--- src/lnss_pkg.sv ---
// Shared types, constants and the frame row table of the LIN node scan sequencer.
// Depends on nothing; every other file of the block imports it.
package lnss_pkg;

	localparam int IdW      = 6;
	localparam int CountW   = 4;
	localparam int RowW     = 4;
	localparam int PayloadW = 64;
	localparam int CfgIdxW  = 2;
	localparam int CfgDataW = 6;

	// Input tdata: frame_ok, response_byte1 (9 bits, padded to 16).
	localparam int InDataW  = 16;
	// Output tdata: frame_id, payload (70 bits, padded to 72).
	localparam int OutDataW = 72;
	localparam int OutUserW = 2;

	// Configuration register indexes.
	localparam logic [CfgIdxW-1:0] CFG_NODES_NEEDED  = 2'd0;
	localparam logic [CfgIdxW-1:0] CFG_REQUEST_ID    = 2'd1;
	localparam logic [CfgIdxW-1:0] CFG_RESPONSE_ID   = 2'd2;

	localparam logic [CountW-1:0] NODES_NEEDED_RST  = 4'd2;
	localparam logic [IdW-1:0]    REQUEST_ID_RST    = 6'd60;
	localparam logic [IdW-1:0]    RESPONSE_ID_RST   = 6'd61;

	// Row numbers of the frame table.
	localparam logic [RowW-1:0] ROW_HEAD0      = 4'd0;
	localparam logic [RowW-1:0] ROW_HEAD1      = 4'd1;
	localparam logic [RowW-1:0] ROW_SLOT_FIRST = 4'd2;
	localparam logic [RowW-1:0] ROW_SLOT_LAST  = 4'd8;
	localparam logic [RowW-1:0] ROW_CLOSE0     = 4'd9;
	localparam logic [RowW-1:0] ROW_CLOSE1     = 4'd10;

	localparam logic [CountW-1:0] SLOT_LAST      = 4'd8;
	localparam logic [7:0]        BROADCAST_SLOT = 8'hd0;

	typedef enum logic [2:0] {
		PH_IDLE  = 3'd0,
		PH_OPEN  = 3'd1,
		PH_HEAD  = 3'd2,
		PH_SLOT  = 3'd3,
		PH_CLOSE = 3'd4,
		PH_DONE  = 3'd5
	} phase_t;

	typedef struct packed {
		logic       action;
		logic       frame_ok;
		logic [7:0] response_byte1;
	} in_item_t;

	typedef struct packed {
		logic [IdW-1:0]      frame_id;
		logic                transmit;
		logic [PayloadW-1:0] payload;
		logic                scan_done;
	} result_t;

	// Default eight bytes of each transmit row, byte 0 in the low bits.
	function automatic logic [PayloadW-1:0] row_payload(input logic [RowW-1:0] row);
		logic [PayloadW-1:0] bytes;
		case (row)
			4'd0:    bytes = 64'hffffffffffff07ff;
			4'd1:    bytes = 64'hffffffffff0701ff;
			4'd2:    bytes = 64'hffffffff00070200;
			4'd3:    bytes = 64'hffffffff00090600;
			4'd4:    bytes = 64'hffffffff000c0600;
			4'd5:    bytes = 64'hffffffff000d0600;
			4'd6:    bytes = 64'hffffffff000a0600;
			4'd7:    bytes = 64'hffffffff000b0600;
			4'd8:    bytes = 64'hffffffff00000400;
			4'd9:    bytes = 64'hffffffffff0701d0;
			default: bytes = 64'hffffffffff0702d0;
		endcase
		return bytes;
	endfunction

endpackage

--- src/lin_node_scan_sequencer_unit.sv ---
// LIN node scan sequencer, top level: input register, sequencer, result register.
// Depends on lnss_pkg, lnss_in_stage, lnss_seq and lnss_out_stage.
//
// The block drives the master side of a LIN start-up node scan. Each transaction on the
// slave stream is one event: tuser is the action (0 starts the scan, 1 reports that the
// previous frame finished), tdata carries frame_ok and byte 1 of the finished response.
// Each event yields zero or one transaction on the master stream naming the next frame:
// its identifier and payload in tdata, the transmit and scan_done flags in tuser.
// The configuration port writes nodes_needed, request_frame_id and response_frame_id
// by index; the user must write it while the block is idle; the block does not check this.
//
// An event is captured in the input register and processed by the sequencer while it
// is held there; its result is written to the result register when the event moves
// on, which raises m_tvalid. One event is accepted every cycle while the receiver does
// not stall; the single state update of the sequencer sets that figure.
// When the receiver stalls, the result register holds its transaction and the input
// register keeps one more event, after which s_tready drops until the result is taken.
// Reset clears both stages and returns the sequencer to idle with the register defaults.
module lin_node_scan_sequencer_unit (
	input  logic                              clk,
	input  logic                              arst_n,
	input  logic                              s_tvalid,
	output logic                              s_tready,
	input  logic [lnss_pkg::InDataW-1:0]      s_tdata,  // frame_ok, response_byte1
	input  logic                              s_tuser,  // action
	output logic                              m_tvalid,
	input  logic                              m_tready,
	output logic [lnss_pkg::OutDataW-1:0]     m_tdata,  // frame_id, payload
	output logic [lnss_pkg::OutUserW-1:0]     m_tuser,  // transmit, scan_done
	input  logic                              cfg_we,
	input  logic [lnss_pkg::CfgIdxW-1:0]      cfg_index,
	input  logic [lnss_pkg::CfgDataW-1:0]     cfg_data
);
	import lnss_pkg::*;

	logic     valid_s1;
	in_item_t item_s1;
	logic     out_free;
	logic     step;
	logic     res_valid;
	result_t  res;

	// An event moves on when the result register can take whatever it produces.
	assign step = valid_s1 && out_free;

	lnss_in_stage u_in (
		.clk      (clk),
		.arst_n   (arst_n),
		.s_tvalid (s_tvalid),
		.s_tready (s_tready),
		.s_tdata  (s_tdata),
		.s_tuser  (s_tuser),
		.take     (step),
		.valid_s1 (valid_s1),
		.item_s1  (item_s1)
	);

	lnss_seq u_seq (
		.clk       (clk),
		.arst_n    (arst_n),
		.cfg_we    (cfg_we),
		.cfg_index (cfg_index),
		.cfg_data  (cfg_data),
		.step      (step),
		.item      (item_s1),
		.res_valid (res_valid),
		.res       (res)
	);

	lnss_out_stage u_out (
		.clk      (clk),
		.arst_n   (arst_n),
		.load     (step && res_valid),
		.res      (res),
		.free     (out_free),
		.m_tvalid (m_tvalid),
		.m_tready (m_tready),
		.m_tdata  (m_tdata),
		.m_tuser  (m_tuser)
	);

endmodule

--- src/lnss_in_stage.sv ---
// Input register of the LIN node scan sequencer: unpacks the slave stream into one item.
// Depends on lnss_pkg.
module lnss_in_stage (
	input  logic                     clk,
	input  logic                     arst_n,
	input  logic                     s_tvalid,
	output logic                     s_tready,
	input  logic [lnss_pkg::InDataW-1:0] s_tdata, // frame_ok, response_byte1
	input  logic                     s_tuser,      // action
	input  logic                     take,
	output logic                     valid_s1,
	output lnss_pkg::in_item_t       item_s1
);
	import lnss_pkg::*;

	logic valid_q;
	in_item_t item_q;

	// The stage is free when empty or when its item moves on this cycle.
	assign s_tready = !valid_q || take;

	always_ff @(posedge clk or negedge arst_n) begin
		if (!arst_n) begin
			valid_q <= 1'b0;
		end else if (s_tready) begin
			valid_q <= s_tvalid;
		end
	end

	always_ff @(posedge clk) begin
		if (s_tready && s_tvalid) begin
			item_q.action         <= s_tuser;
			item_q.frame_ok       <= s_tdata[0];
			item_q.response_byte1 <= s_tdata[8:1];
		end
	end

	assign valid_s1 = valid_q;
	assign item_s1  = item_q;

endmodule

--- src/lnss_seq.sv ---
// Scan sequencer state and next-frame logic of the LIN node scan sequencer.
// Holds the configuration registers; depends on lnss_pkg.
module lnss_seq (
	input  logic                           clk,
	input  logic                           arst_n,
	input  logic                           cfg_we,
	input  logic [lnss_pkg::CfgIdxW-1:0]   cfg_index,
	input  logic [lnss_pkg::CfgDataW-1:0]  cfg_data,
	input  logic                           step,
	input  lnss_pkg::in_item_t             item,
	output logic                           res_valid,
	output lnss_pkg::result_t              res
);
	import lnss_pkg::*;

	logic [CountW-1:0] nodes_needed_q;
	logic [IdW-1:0]    request_id_q;
	logic [IdW-1:0]    response_id_q;

	phase_t            phase_q, phase_d;
	logic              await_q, await_d;
	logic [CountW-1:0] slot_q, slot_d;
	logic [RowW-1:0]   row_q, row_d;
	logic [CountW-1:0] nodes_q, nodes_d;

	logic              emit_tx;
	logic              emit_rx;
	logic              emit_done;
	logic              do_next;
	logic              do_end;
	logic [RowW-1:0]   row_sel;
	logic [PayloadW-1:0] bytes;
	logic [CountW-1:0] slot_prev;

	always_ff @(posedge clk or negedge arst_n) begin
		if (!arst_n) begin
			nodes_needed_q <= NODES_NEEDED_RST;
			request_id_q   <= REQUEST_ID_RST;
			response_id_q  <= RESPONSE_ID_RST;
		end else if (cfg_we) begin
			case (cfg_index)
				CFG_NODES_NEEDED: nodes_needed_q <= cfg_data[CountW-1:0];
				CFG_REQUEST_ID:   request_id_q   <= cfg_data[IdW-1:0];
				CFG_RESPONSE_ID:  response_id_q  <= cfg_data[IdW-1:0];
				default:          ;
			endcase
		end
	end

	always_ff @(posedge clk or negedge arst_n) begin
		if (!arst_n) begin
			phase_q <= PH_IDLE;
			await_q <= 1'b0;
			slot_q  <= '0;
			row_q   <= ROW_SLOT_FIRST;
			nodes_q <= '0;
		end else if (step) begin
			phase_q <= phase_d;
			await_q <= await_d;
			slot_q  <= slot_d;
			row_q   <= row_d;
			nodes_q <= nodes_d;
		end
	end

	// Next state for one frame event.
	always_comb begin
		phase_d   = phase_q;
		await_d   = await_q;
		slot_d    = slot_q;
		row_d     = row_q;
		nodes_d   = nodes_q;
		emit_tx   = 1'b0;
		emit_rx   = 1'b0;
		emit_done = 1'b0;
		do_next   = 1'b0;
		do_end    = 1'b0;
		if (!item.action) begin
			// A start request restarts the whole sequence.
			phase_d = PH_OPEN;
			row_d   = ROW_HEAD0;
			slot_d  = '0;
			nodes_d = '0;
			emit_tx = 1'b1;
		end else if (phase_q inside {PH_OPEN, PH_HEAD, PH_SLOT, PH_CLOSE}) begin
			if (!await_q) begin
				await_d = 1'b1;
				emit_rx = 1'b1;
			end else begin
				case (phase_q)
					PH_OPEN: begin
						phase_d = PH_HEAD;
						row_d   = ROW_HEAD0;
						emit_tx = 1'b1;
					end
					PH_HEAD: begin
						if (row_q == ROW_HEAD0) begin
							row_d = ROW_HEAD1;
						end else begin
							phase_d = PH_SLOT;
							slot_d  = '0;
							nodes_d = '0;
							row_d   = ROW_SLOT_FIRST;
						end
						emit_tx = 1'b1;
					end
					PH_SLOT: begin
						if (!item.frame_ok) begin
							// A failed slot start skips the slot; a later failure ends the pass.
							if (row_q == ROW_SLOT_FIRST) begin
								do_next = 1'b1;
							end else begin
								do_end = 1'b1;
							end
						end else if (row_q < ROW_SLOT_LAST) begin
							row_d   = row_q + 1'b1;
							emit_tx = 1'b1;
						end else begin
							if (item.response_byte1 == {4'b0, nodes_q}) begin
								nodes_d = nodes_q + 1'b1;
							end
							do_next = 1'b1;
						end
					end
					default: begin
						if (row_q == ROW_CLOSE0) begin
							row_d   = ROW_CLOSE1;
							emit_tx = 1'b1;
						end else begin
							phase_d   = PH_DONE;
							await_d   = 1'b0;
							emit_done = 1'b1;
						end
					end
				endcase
				if (do_next) begin
					slot_d = slot_q + 1'b1;
					if (slot_d > SLOT_LAST) begin
						do_end = 1'b1;
					end else begin
						row_d   = ROW_SLOT_FIRST;
						emit_tx = 1'b1;
					end
				end
				if (do_end) begin
					// The pass count must match exactly, also after an aborted pass.
					if (nodes_d == nodes_needed_q) begin
						phase_d = PH_CLOSE;
						row_d   = ROW_CLOSE0;
					end else begin
						phase_d = PH_HEAD;
						row_d   = ROW_HEAD0;
					end
					emit_tx = 1'b1;
				end
			end
		end
		if (emit_tx) begin
			await_d = 1'b0;
		end
	end

	// Transmit payload from the new row, with slot and count patched in during a pass.
	always_comb begin
		row_sel   = (row_d > ROW_CLOSE1) ? ROW_CLOSE1 : row_d;
		bytes     = row_payload(row_sel);
		slot_prev = slot_d - 1'b1;
		if (phase_d == PH_SLOT) begin
			bytes[7:0] = (slot_d == '0) ? BROADCAST_SLOT : {4'b0, slot_prev};
			if (row_sel == ROW_SLOT_LAST) begin
				bytes[23:16] = {4'b0, nodes_d};
			end
		end
	end

	always_comb begin
		res_valid     = emit_tx || emit_rx || emit_done;
		res.frame_id  = '0;
		res.transmit  = 1'b0;
		res.payload   = '0;
		res.scan_done = emit_done;
		if (emit_tx) begin
			res.frame_id = request_id_q;
			res.transmit = 1'b1;
			res.payload  = bytes;
		end else if (emit_rx) begin
			res.frame_id = response_id_q;
		end
	end

	// After the last slot of a pass the position stays one past it until the next pass.
	a_slot_range: assert property (@(posedge clk) disable iff (!arst_n)
		phase_q == PH_SLOT |-> slot_q <= SLOT_LAST)
		else $error("slot position beyond the last slot");

	a_slot_rows: assert property (@(posedge clk) disable iff (!arst_n)
		phase_q == PH_SLOT |-> (row_q >= ROW_SLOT_FIRST && row_q <= ROW_SLOT_LAST))
		else $error("probe row outside the slot rows during a pass");

	a_close_rows: assert property (@(posedge clk) disable iff (!arst_n)
		phase_q == PH_CLOSE |-> (row_q == ROW_CLOSE0 || row_q == ROW_CLOSE1))
		else $error("probe row outside the closing rows");

	a_done_quiet: assert property (@(posedge clk) disable iff (!arst_n)
		(step && item.action && (phase_q == PH_DONE || phase_q == PH_IDLE)) |-> !res_valid)
		else $error("frame end while idle or done produced a result");

	a_nodes_range: assert property (@(posedge clk) disable iff (!arst_n)
		nodes_q <= 4'd9)
		else $error("node count exceeds the number of slots");

endmodule

--- src/lnss_out_stage.sv ---
// Result register of the LIN node scan sequencer: holds one result for the master stream.
// Depends on lnss_pkg.
module lnss_out_stage (
	input  logic                              clk,
	input  logic                              arst_n,
	input  logic                              load,
	input  lnss_pkg::result_t                 res,
	output logic                              free,
	output logic                              m_tvalid,
	input  logic                              m_tready,
	output logic [lnss_pkg::OutDataW-1:0]     m_tdata, // frame_id, payload
	output logic [lnss_pkg::OutUserW-1:0]     m_tuser  // transmit, scan_done
);
	import lnss_pkg::*;

	logic    valid_q;
	result_t res_q;

	// Free when empty or when the held result is taken this cycle.
	assign free = !valid_q || m_tready;

	always_ff @(posedge clk or negedge arst_n) begin
		if (!arst_n) begin
			valid_q <= 1'b0;
		end else if (free) begin
			valid_q <= load;
		end
	end

	always_ff @(posedge clk) begin
		if (free && load) begin
			res_q <= res;
		end
	end

	assign m_tvalid = valid_q;
	assign m_tdata  = {2'b0, res_q.payload, res_q.frame_id};
	assign m_tuser  = {res_q.scan_done, res_q.transmit};

endmodule
--- config.mk ---
export PLATFORM = sky130hd
export DESIGN_NAME = lin_node_scan_sequencer_unit
export DESIGN_NICKNAME = d
export VERILOG_FILES = /design/src/lnss_pkg.sv /design/src/lin_node_scan_sequencer_unit.sv /design/src/lnss_in_stage.sv /design/src/lnss_seq.sv /design/src/lnss_out_stage.sv
export SDC_FILE = /design/constraint.sdc
export NUM_CORES = 1
export LEC_CHECK = 0
export BUFFER_PORTS_ARGS = -buffer_cell sky130_fd_sc_hd__buf_2
export CORE_UTILIZATION = 55
export CTS_BUF_LIST = sky130_fd_sc_hd__clkbuf_8
export CTS_CLUSTER_DIAMETER = 50
export DETAILED_ROUTE_END_ITERATION = 10
export PLACE_DENSITY_LB_ADDON = 0.25
export SLEW_MARGIN = 10
export SYNTH_ARGS = -nofsm -noshare
export SYNTH_HDL_FRONTEND = slang
export SYNTH_HIERARCHICAL = 1
export SYNTH_SLANG_ARGS = --single-unit
--- constraint.sdc ---
create_clock -name clk -period 7.9 [get_ports clk]
set_input_delay 0.79 -clock clk [delete_from_list [all_inputs] [get_ports clk]]
set_output_delay 0.79 -clock clk [all_outputs]
set_load 0.02 [all_outputs]
# Yosys cells after proc, flatten, opt, wreduce, memory -nomap -nowiden
# Memories as Yosys holds them, arrays and structs flattened.
# Cells that the tools add are included.
# op_classes
add_sub_neg	4
magnitude_cmp	3
n_eq_ne	12
muxes	83
reduce_logical	22
# ops
operator	n
4-bit 2-to-1 mux	27
65-bit 2-to-1 mux	1
1-bit 2-to-1 mux	37
8-bit 2-to-1 mux	4
3-bit 2-to-1 mux	7
4-bit by 1-bit adder with 4-bit output, second input constant	3
6-bit 2-to-1 mux	2
4-bit case mux with 3 select lines	1
3-bit by 2-bit equality test with 1-bit output, second input constant	3
3-bit case mux with 3 select lines	1
4-bit equality test, second input constant	2
8-bit by 4-bit equality test with 1-bit output	1
4-bit greater-than comparator, second input constant	2
4-bit logical NOT	2
4-bit case mux with 2 select lines	1
2-bit AND reduction	3
4-bit by 2-bit equality test with 1-bit output, second input constant	1
4-bit equality test	1
1-bit logical AND	4
1-bit logical OR	4
4-bit less-than comparator, second input constant	1
2-bit nonzero test	2
4-bit nonzero test	1
4-bit by 1-bit subtractor with 4-bit output, second input constant	1
11 further kinds	12
# word_totals
register_bits	116
mem_bits_ro	432
inputBits	30
output_inout_bits	76
elab_cells	142
memories	1
# memory_table
name	words	word_bits	read_ports	rd_ports_with_merged_regs	write_ports	line	rtl
(no name shown)	16	27	1	0	0	lnss_pkg.sv:63	case (row)

# Logic depth before layout (Yosys ltp)
# depth
ltp_word	21
ltp_mapped	16
ltp_nobuf	15

# Modules after synthesis
# The synthesis kept the hierarchy.
# by_module_without_submodules
module	n_inst	cells_each	area_each_um2	seq_area_each_um2
lnss_seq	1	368	3144.3	814.5
lnss_out_stage	1	79	2234.6	2187.1
lnss_in_stage	1	14	354.1	325.3
lin_node_scan_sequencer_unit	1	2	12.5	0.0

# Worst setup path after synthesis
# Ideal clock, no wire load.
# synth_path
path_kind	register -> register
start	register u_seq.row_q[0]
end	register u_out.res_q (netlist bit u_out/m_tdata[31]) (data pin)
setup_time_ns	0.128
arrival_time_ns	3.920
required_time_ns	7.772
slack_ns	3.851
path_stages_with_launch	16
synth_period_minus_slack_ns	4.049
path_cell_list	dfrtp_1 inv_1 ha_1 or4b_2 nand2_1 a32o_1 o21a_1 o22ai_1 o32a_4 nor2_1 buf_2 a21boi_0 ha_1 or3_1 a21oi_1 buf_4
# synth_between
elab_chain_len	18
elab_cells_between_ends	53
classes_between	add/sub: 1; order compare: 2; eq/ne: 3; mux: 45; reduce/logical: 1; memory: 1
# synth_lines
element	line	rtl
start: declaration	lnss_seq.sv:23	logic [RowW-1:0] row_q, row_d;
start signal: assignment	lnss_seq.sv:61	row_q <= row_d;
4-bit less-than comparator / 4-bit by 2-bit equality test with 1-bit output (equally long branches)	lnss_seq.sv:115, lnss_seq.sv:110	
1-bit 2-to-1 mux (on tied branches)	lnss_seq.sv:115, lnss_seq.sv:110	
1-bit 2-to-1 mux	lnss_seq.sv:108	if (!item.frame_ok) begin
1-bit 2-to-1 mux	lnss_seq.sv:90	case (phase_q)
1-bit 2-to-1 mux	lnss_seq.sv:86	if (!await_q) begin
1-bit 2-to-1 mux	lnss_seq.sv:85	end else if (phase_q inside {PH_OPEN, PH_HEAD, PH_SLOT, PH_CLOSE}) begin
1-bit 2-to-1 mux	lnss_seq.sv:78	if (!item.action) begin
1-bit 2-to-1 mux	lnss_seq.sv:136	if (do_next) begin
(+2 left out)	-	
1-bit 2-to-1 mux	lnss_seq.sv:78	
4-bit 2-to-1 mux	lnss_seq.sv:145	if (do_end) begin
4-bit 2-to-1 mux	lnss_seq.sv:86	
4-bit 2-to-1 mux	lnss_seq.sv:85	
4-bit 2-to-1 mux	lnss_seq.sv:78	
4-bit greater-than comparator	lnss_seq.sv:165	row_sel = (row_d > ROW_CLOSE1) ? ROW_CLOSE1 : row_d;
4-bit 2-to-1 mux	lnss_seq.sv:165	
memory 16 x 27 bit	-	
end signal: assignment	lnss_out_stage.sv:32	res_q <= res;
end: declaration	lnss_out_stage.sv:17	result_t res_q;
# Several ways; a longest one is shown, not always the timed one. The select of a mux whose other input is x is not followed.
# A chain may end at the register's enable or synchronous reset.

# Worst setup path in the final report
# layout_path
start	register u_seq.row_q[0]
end	register u_out.res_q (netlist bit u_out/m_tdata[35]) (data pin)
# Same word-level chain as after synthesis.

==> implementation parameters <==
Parameter                              Value

Logic synthesis
  Top cells by area in the synthesized netlist ... edfxtp_1 (43%), dfrtp_1 (10%), buf_4 (7.1%)
  Post-synth ARST share ... 0.2931
  Total number of yosys warnings ... 6
  Cell type with the largest total area after synthesis ... edfxtp_1
  Synthesized cell area ... 5746 sq um
  EDFF count, synth ... 82
  Post-synthesis register bit count ... approximately 120
  Fraction of synthesized cell area taken by the top area cell type ... 0.4286
  Sequential cell area fraction in the yosys report ... 0.5791
  Cell variety after synth ... 67
  Syn Inst Count ... 463
  Average cell area after synthesis ... ~12 sq um
  Leading register cell type out of synthesis ... edfxtp_1

Worst setup path
  Depth of the worst register-to-register path ... 13
  Data required time of the critical path ... around 8.1 ns
  Cell seen most often among critical-path stages ... ha_1
  Logic depth of the worst path, buffers included ... 13
  Critical-path cell list ... inv_1, ha_1, or4b_2, nand2_1, a32o_1, o21a_1, o22ai_1, o32a_4, nor2_1, a21boi_0, ha_1, or3_1, a21oi_1
  Worst path bufs/invs ... 1
  Family of cells with the greatest summed delay on the critical path ... simple AND/OR/NAND/NOR gates
  Maximum fanout encountered on the critical timing path ... 11
  Arrival time worst endpoint ... 5.15 ns
  Startpoint type of the worst setup path ... flop
  Critical path capture point type ... flop
  Critical-path cell with the highest stage delay ... or4b_2
  Worst path max stage delay ... 0.63 ns
  WS Path Type ... reg -> reg

Layout
  Filler Cells Inserted ... 778
  Core occupancy in the finished layout ... 0.6414
  Area used by multi-input combinational logic ... 1908 sq um
  Synthesis-to-finish area growth ... 11.13%
  Most frequent cells in the layout ... buf_2 (96), edfxtp_1 (82), nand2_1 (25)
  Antenna Cells ... 0
  Ratio of cells with drive above 1 in the final layout ... 0.3333
  Area used by sequential logic in the layout ... 3327 sq um
  Layout Nets ... between 500 and 600
  Final Instance Count excl. Fillers ... 661
  Final Cell Area ... 6385 sq um
  Leading cell type in the layout, fill and taps excluded ... buf_2

Place
  Cell area after placement ... 5946 sq um
  Post-placement worst setup slack ... 3.078 ns
  Number of placed instances with taps included ... 629
  Last weighted congestion value of the routability-driven placer ... 0.9281
  HPWL after detailed placement ... 6994 um
  Number of buffers added on ports ... 96

Run
  Number of max-capacitance violations reported ... 0

Route
  DRC violation count after routing ... 0
  Iteration-0 DRC count of the detailed router ... approximately 210
  Routed wire length ... 10,390 um
  Count of vias placed by the detailed router ... 3,684
  Drt pass-1 iters ... 5
  Post-detailed-route count of antenna-violating nets ... 0
  Vias/cell ... approximately 5.6
  Routed WL per cell ... 15.71 um

Timing
  Max Clock Skew ... 0.01183 ns
  Setup repair after global routing missed its margin ... false
  Final hold viol count ... 0
  Least setup slack across all paths after layout ... 2.916 ns
  Period minus WS final ... 4.984 ns
  Fin Setup TNS ... 0 ns
  Relative slew margins ... 0.2378
  Slew Limit Fails ... 0
  Fmax ... 200.6 MHz
  Final critical-path share of the clock period ... 0.6309
  Setup-violating endpoint count in the final report ... 0
  Hold slack final ... about 0.45 ns
  Least-Margin Pin Slew ... 1.142 ns

Floorplan
  Die Width ... between 100 and 150 um
  Row count ... 36
  Die outline height ... between 100 and 150 um
  Total Die Area ... around 11,000 sq um
  Ports placed on the boundary ... around 110
  Initial standard-cell utilization of the core ... 0.5772
  Placeable core region ... 9955 sq um

Clocking
  TritonCTS clock tree ... built
  Deepest level of the CTS H-tree ... 4
  Insertion delay of the later-clocked pin in the worst-skew pair ... 0.44 ns
  Clock sink count ... around 120
  Post-cts gate resize count ... 0
  Cell at the root of the clock tree ... clkbuf_8
  Number of buffers inserted for hold repair after clock tree synthesis ... 0
  CTS clk-pin slew, worst paths ... approximately 0.07 ns
  Maximum root-to-sink buffer count ... 2
  Number of buffers inserted to repair setup after CTS ... 0
  CTS Buf Count ... 17

Power
  Worst VDD drop ... ~200 uV
  Switching Share ... 0.3518
  Switching power of the nets ... approximately 0.78 mW
  Sequential cell fraction of total power ... 0.426
  Internal Power ... 1.441 mW
  Total chip power ... ~2.2 mW
  Share of total power in the clock network ... 0.268
  Part of the power in combinational logic ... 0.306
  Power density relative to cell area ... between 300 and 400 nW/um^2
  Leakage ... 2.498 nW

GRT
  Pin count of the biggest net entering global routing ... 73
  Initial antenna violation count ... 0
  Total Routing Usage GR ... 0.2022
  Total overflow reported by the global router ... 0
  Vias in the first global route ... 3,416
  Global-route wire length before repair ... 16,990 um

Status
  Result of the run ... complete, no violations

Hold path
  Worst hold path type ... in -> async
## cell usage after synthesis, types with 3 or more instances
master	count
edfxtp_1	82
buf_4	54
nand2_1	25
dfrtp_1	23
mux2_2	23
nor2_1	20
o21ai_0	20
a21oi_1	14
inv_1	14
nand3_1	13
clkbuf_1	11
dfstp_2	11
ha_1	11
nor3_1	11
a22o_1	8
a31oi_1	8
and2_1	7
o22ai_1	6
and3_1	5
mux2i_1	5
nor3b_1	5
o21a_1	5
a211oi_1	4
nor2b_1	4
nor4_1	4
o31ai_1	4
or3_1	4
xor2_1	4
a21boi_0	3
a32o_1	3
nand2b_1	3
nand3b_1	3
o211ai_1	3
## logic make-up (layout without fill, tap and decap cells)
kind of cell,count (synthesis),count (layout),synth area share
AND/OR/NAND/NOR,118,118,0.1141
flip-flops,116,116,0.5791
AO/OA/AOI/OAI,97,97,0.1224
buffers and inverters,84,144,0.09212
multiplexers,28,28,0.05379
adder cells (fa/ha/maj),11,11,0.02395
XOR/XNOR,7,7,0.01328
other,2,7,0.001307
## worst paths after layout
path	startpoint	to	slack [ns]
min in group clk	u_seq/request_id_q[1]$_DFFE_PN0P_	u_seq/request_id_q[1]$_DFFE_PN0P_	0.52
max	u_seq/row_q[0]$_DFFE_PN0P_	u_out/m_tdata[35]$_DFFE_PP_	2.92
max reg2reg	u_seq/row_q[0]$_DFFE_PN0P_	u_out/m_tdata[35]$_DFFE_PP_	2.92
min	arst_n	u_seq/row_q[0]$_DFFE_PN0P_	0.45
max in group asynchronous	arst_n	u_seq/request_id_q[0]$_DFFE_PN0P_	6.93
min reg2reg	u_seq/request_id_q[1]$_DFFE_PN0P_	u_seq/request_id_q[1]$_DFFE_PN0P_	0.52
## power by group through the flow
stage | registers, mW | logic [mW] | clock network, mW
after floorplan | 1.10 | 0.451 | 0
after global placement | 0.956 | 0.665 | 0
after detailed placement | 0.961 | 0.675 | 0
after CTS | 0.948 | 0.678 | 0.606
after global routing | 0.965 | 0.736 | 0.634
final | 0.947 | 0.680 | 0.595
## metal layers
metal,global-route usage,vias up,wire length [um]
met1,0.2764,1742,4866
met5,0,-,0
met2,0.3076,149,4725
met3,0.04950,20,607
li1,-,1773,-
met4,0.08878,0,187
## sequential cells by signal, indices dropped and copies added, names as in the netlist, 3 cells and up
name                  cells
u_seq/request_id_q        6
u_out/m_tdata            70
u_seq/row_q               4
u_seq/response_id_q       6
u_seq/slot_q              4
u_in/item_s1             10
u_seq/nodes_q             4
u_seq/nodes_needed_q      4
u_seq/phase_q             3
## cell type report
type / instances / share of cell area
inverters: 15 / 0.008818
flip-flops and latches: 116 / 0.5211
multi-input cells: 268 / 0.2988
well taps: 133 / 0.02606
clock buffers: 17 / 0.03665
repair buffers: 97 / 0.07643
clock inverters: 15 / 0.03214
Power figures use the tool's default switching activity.
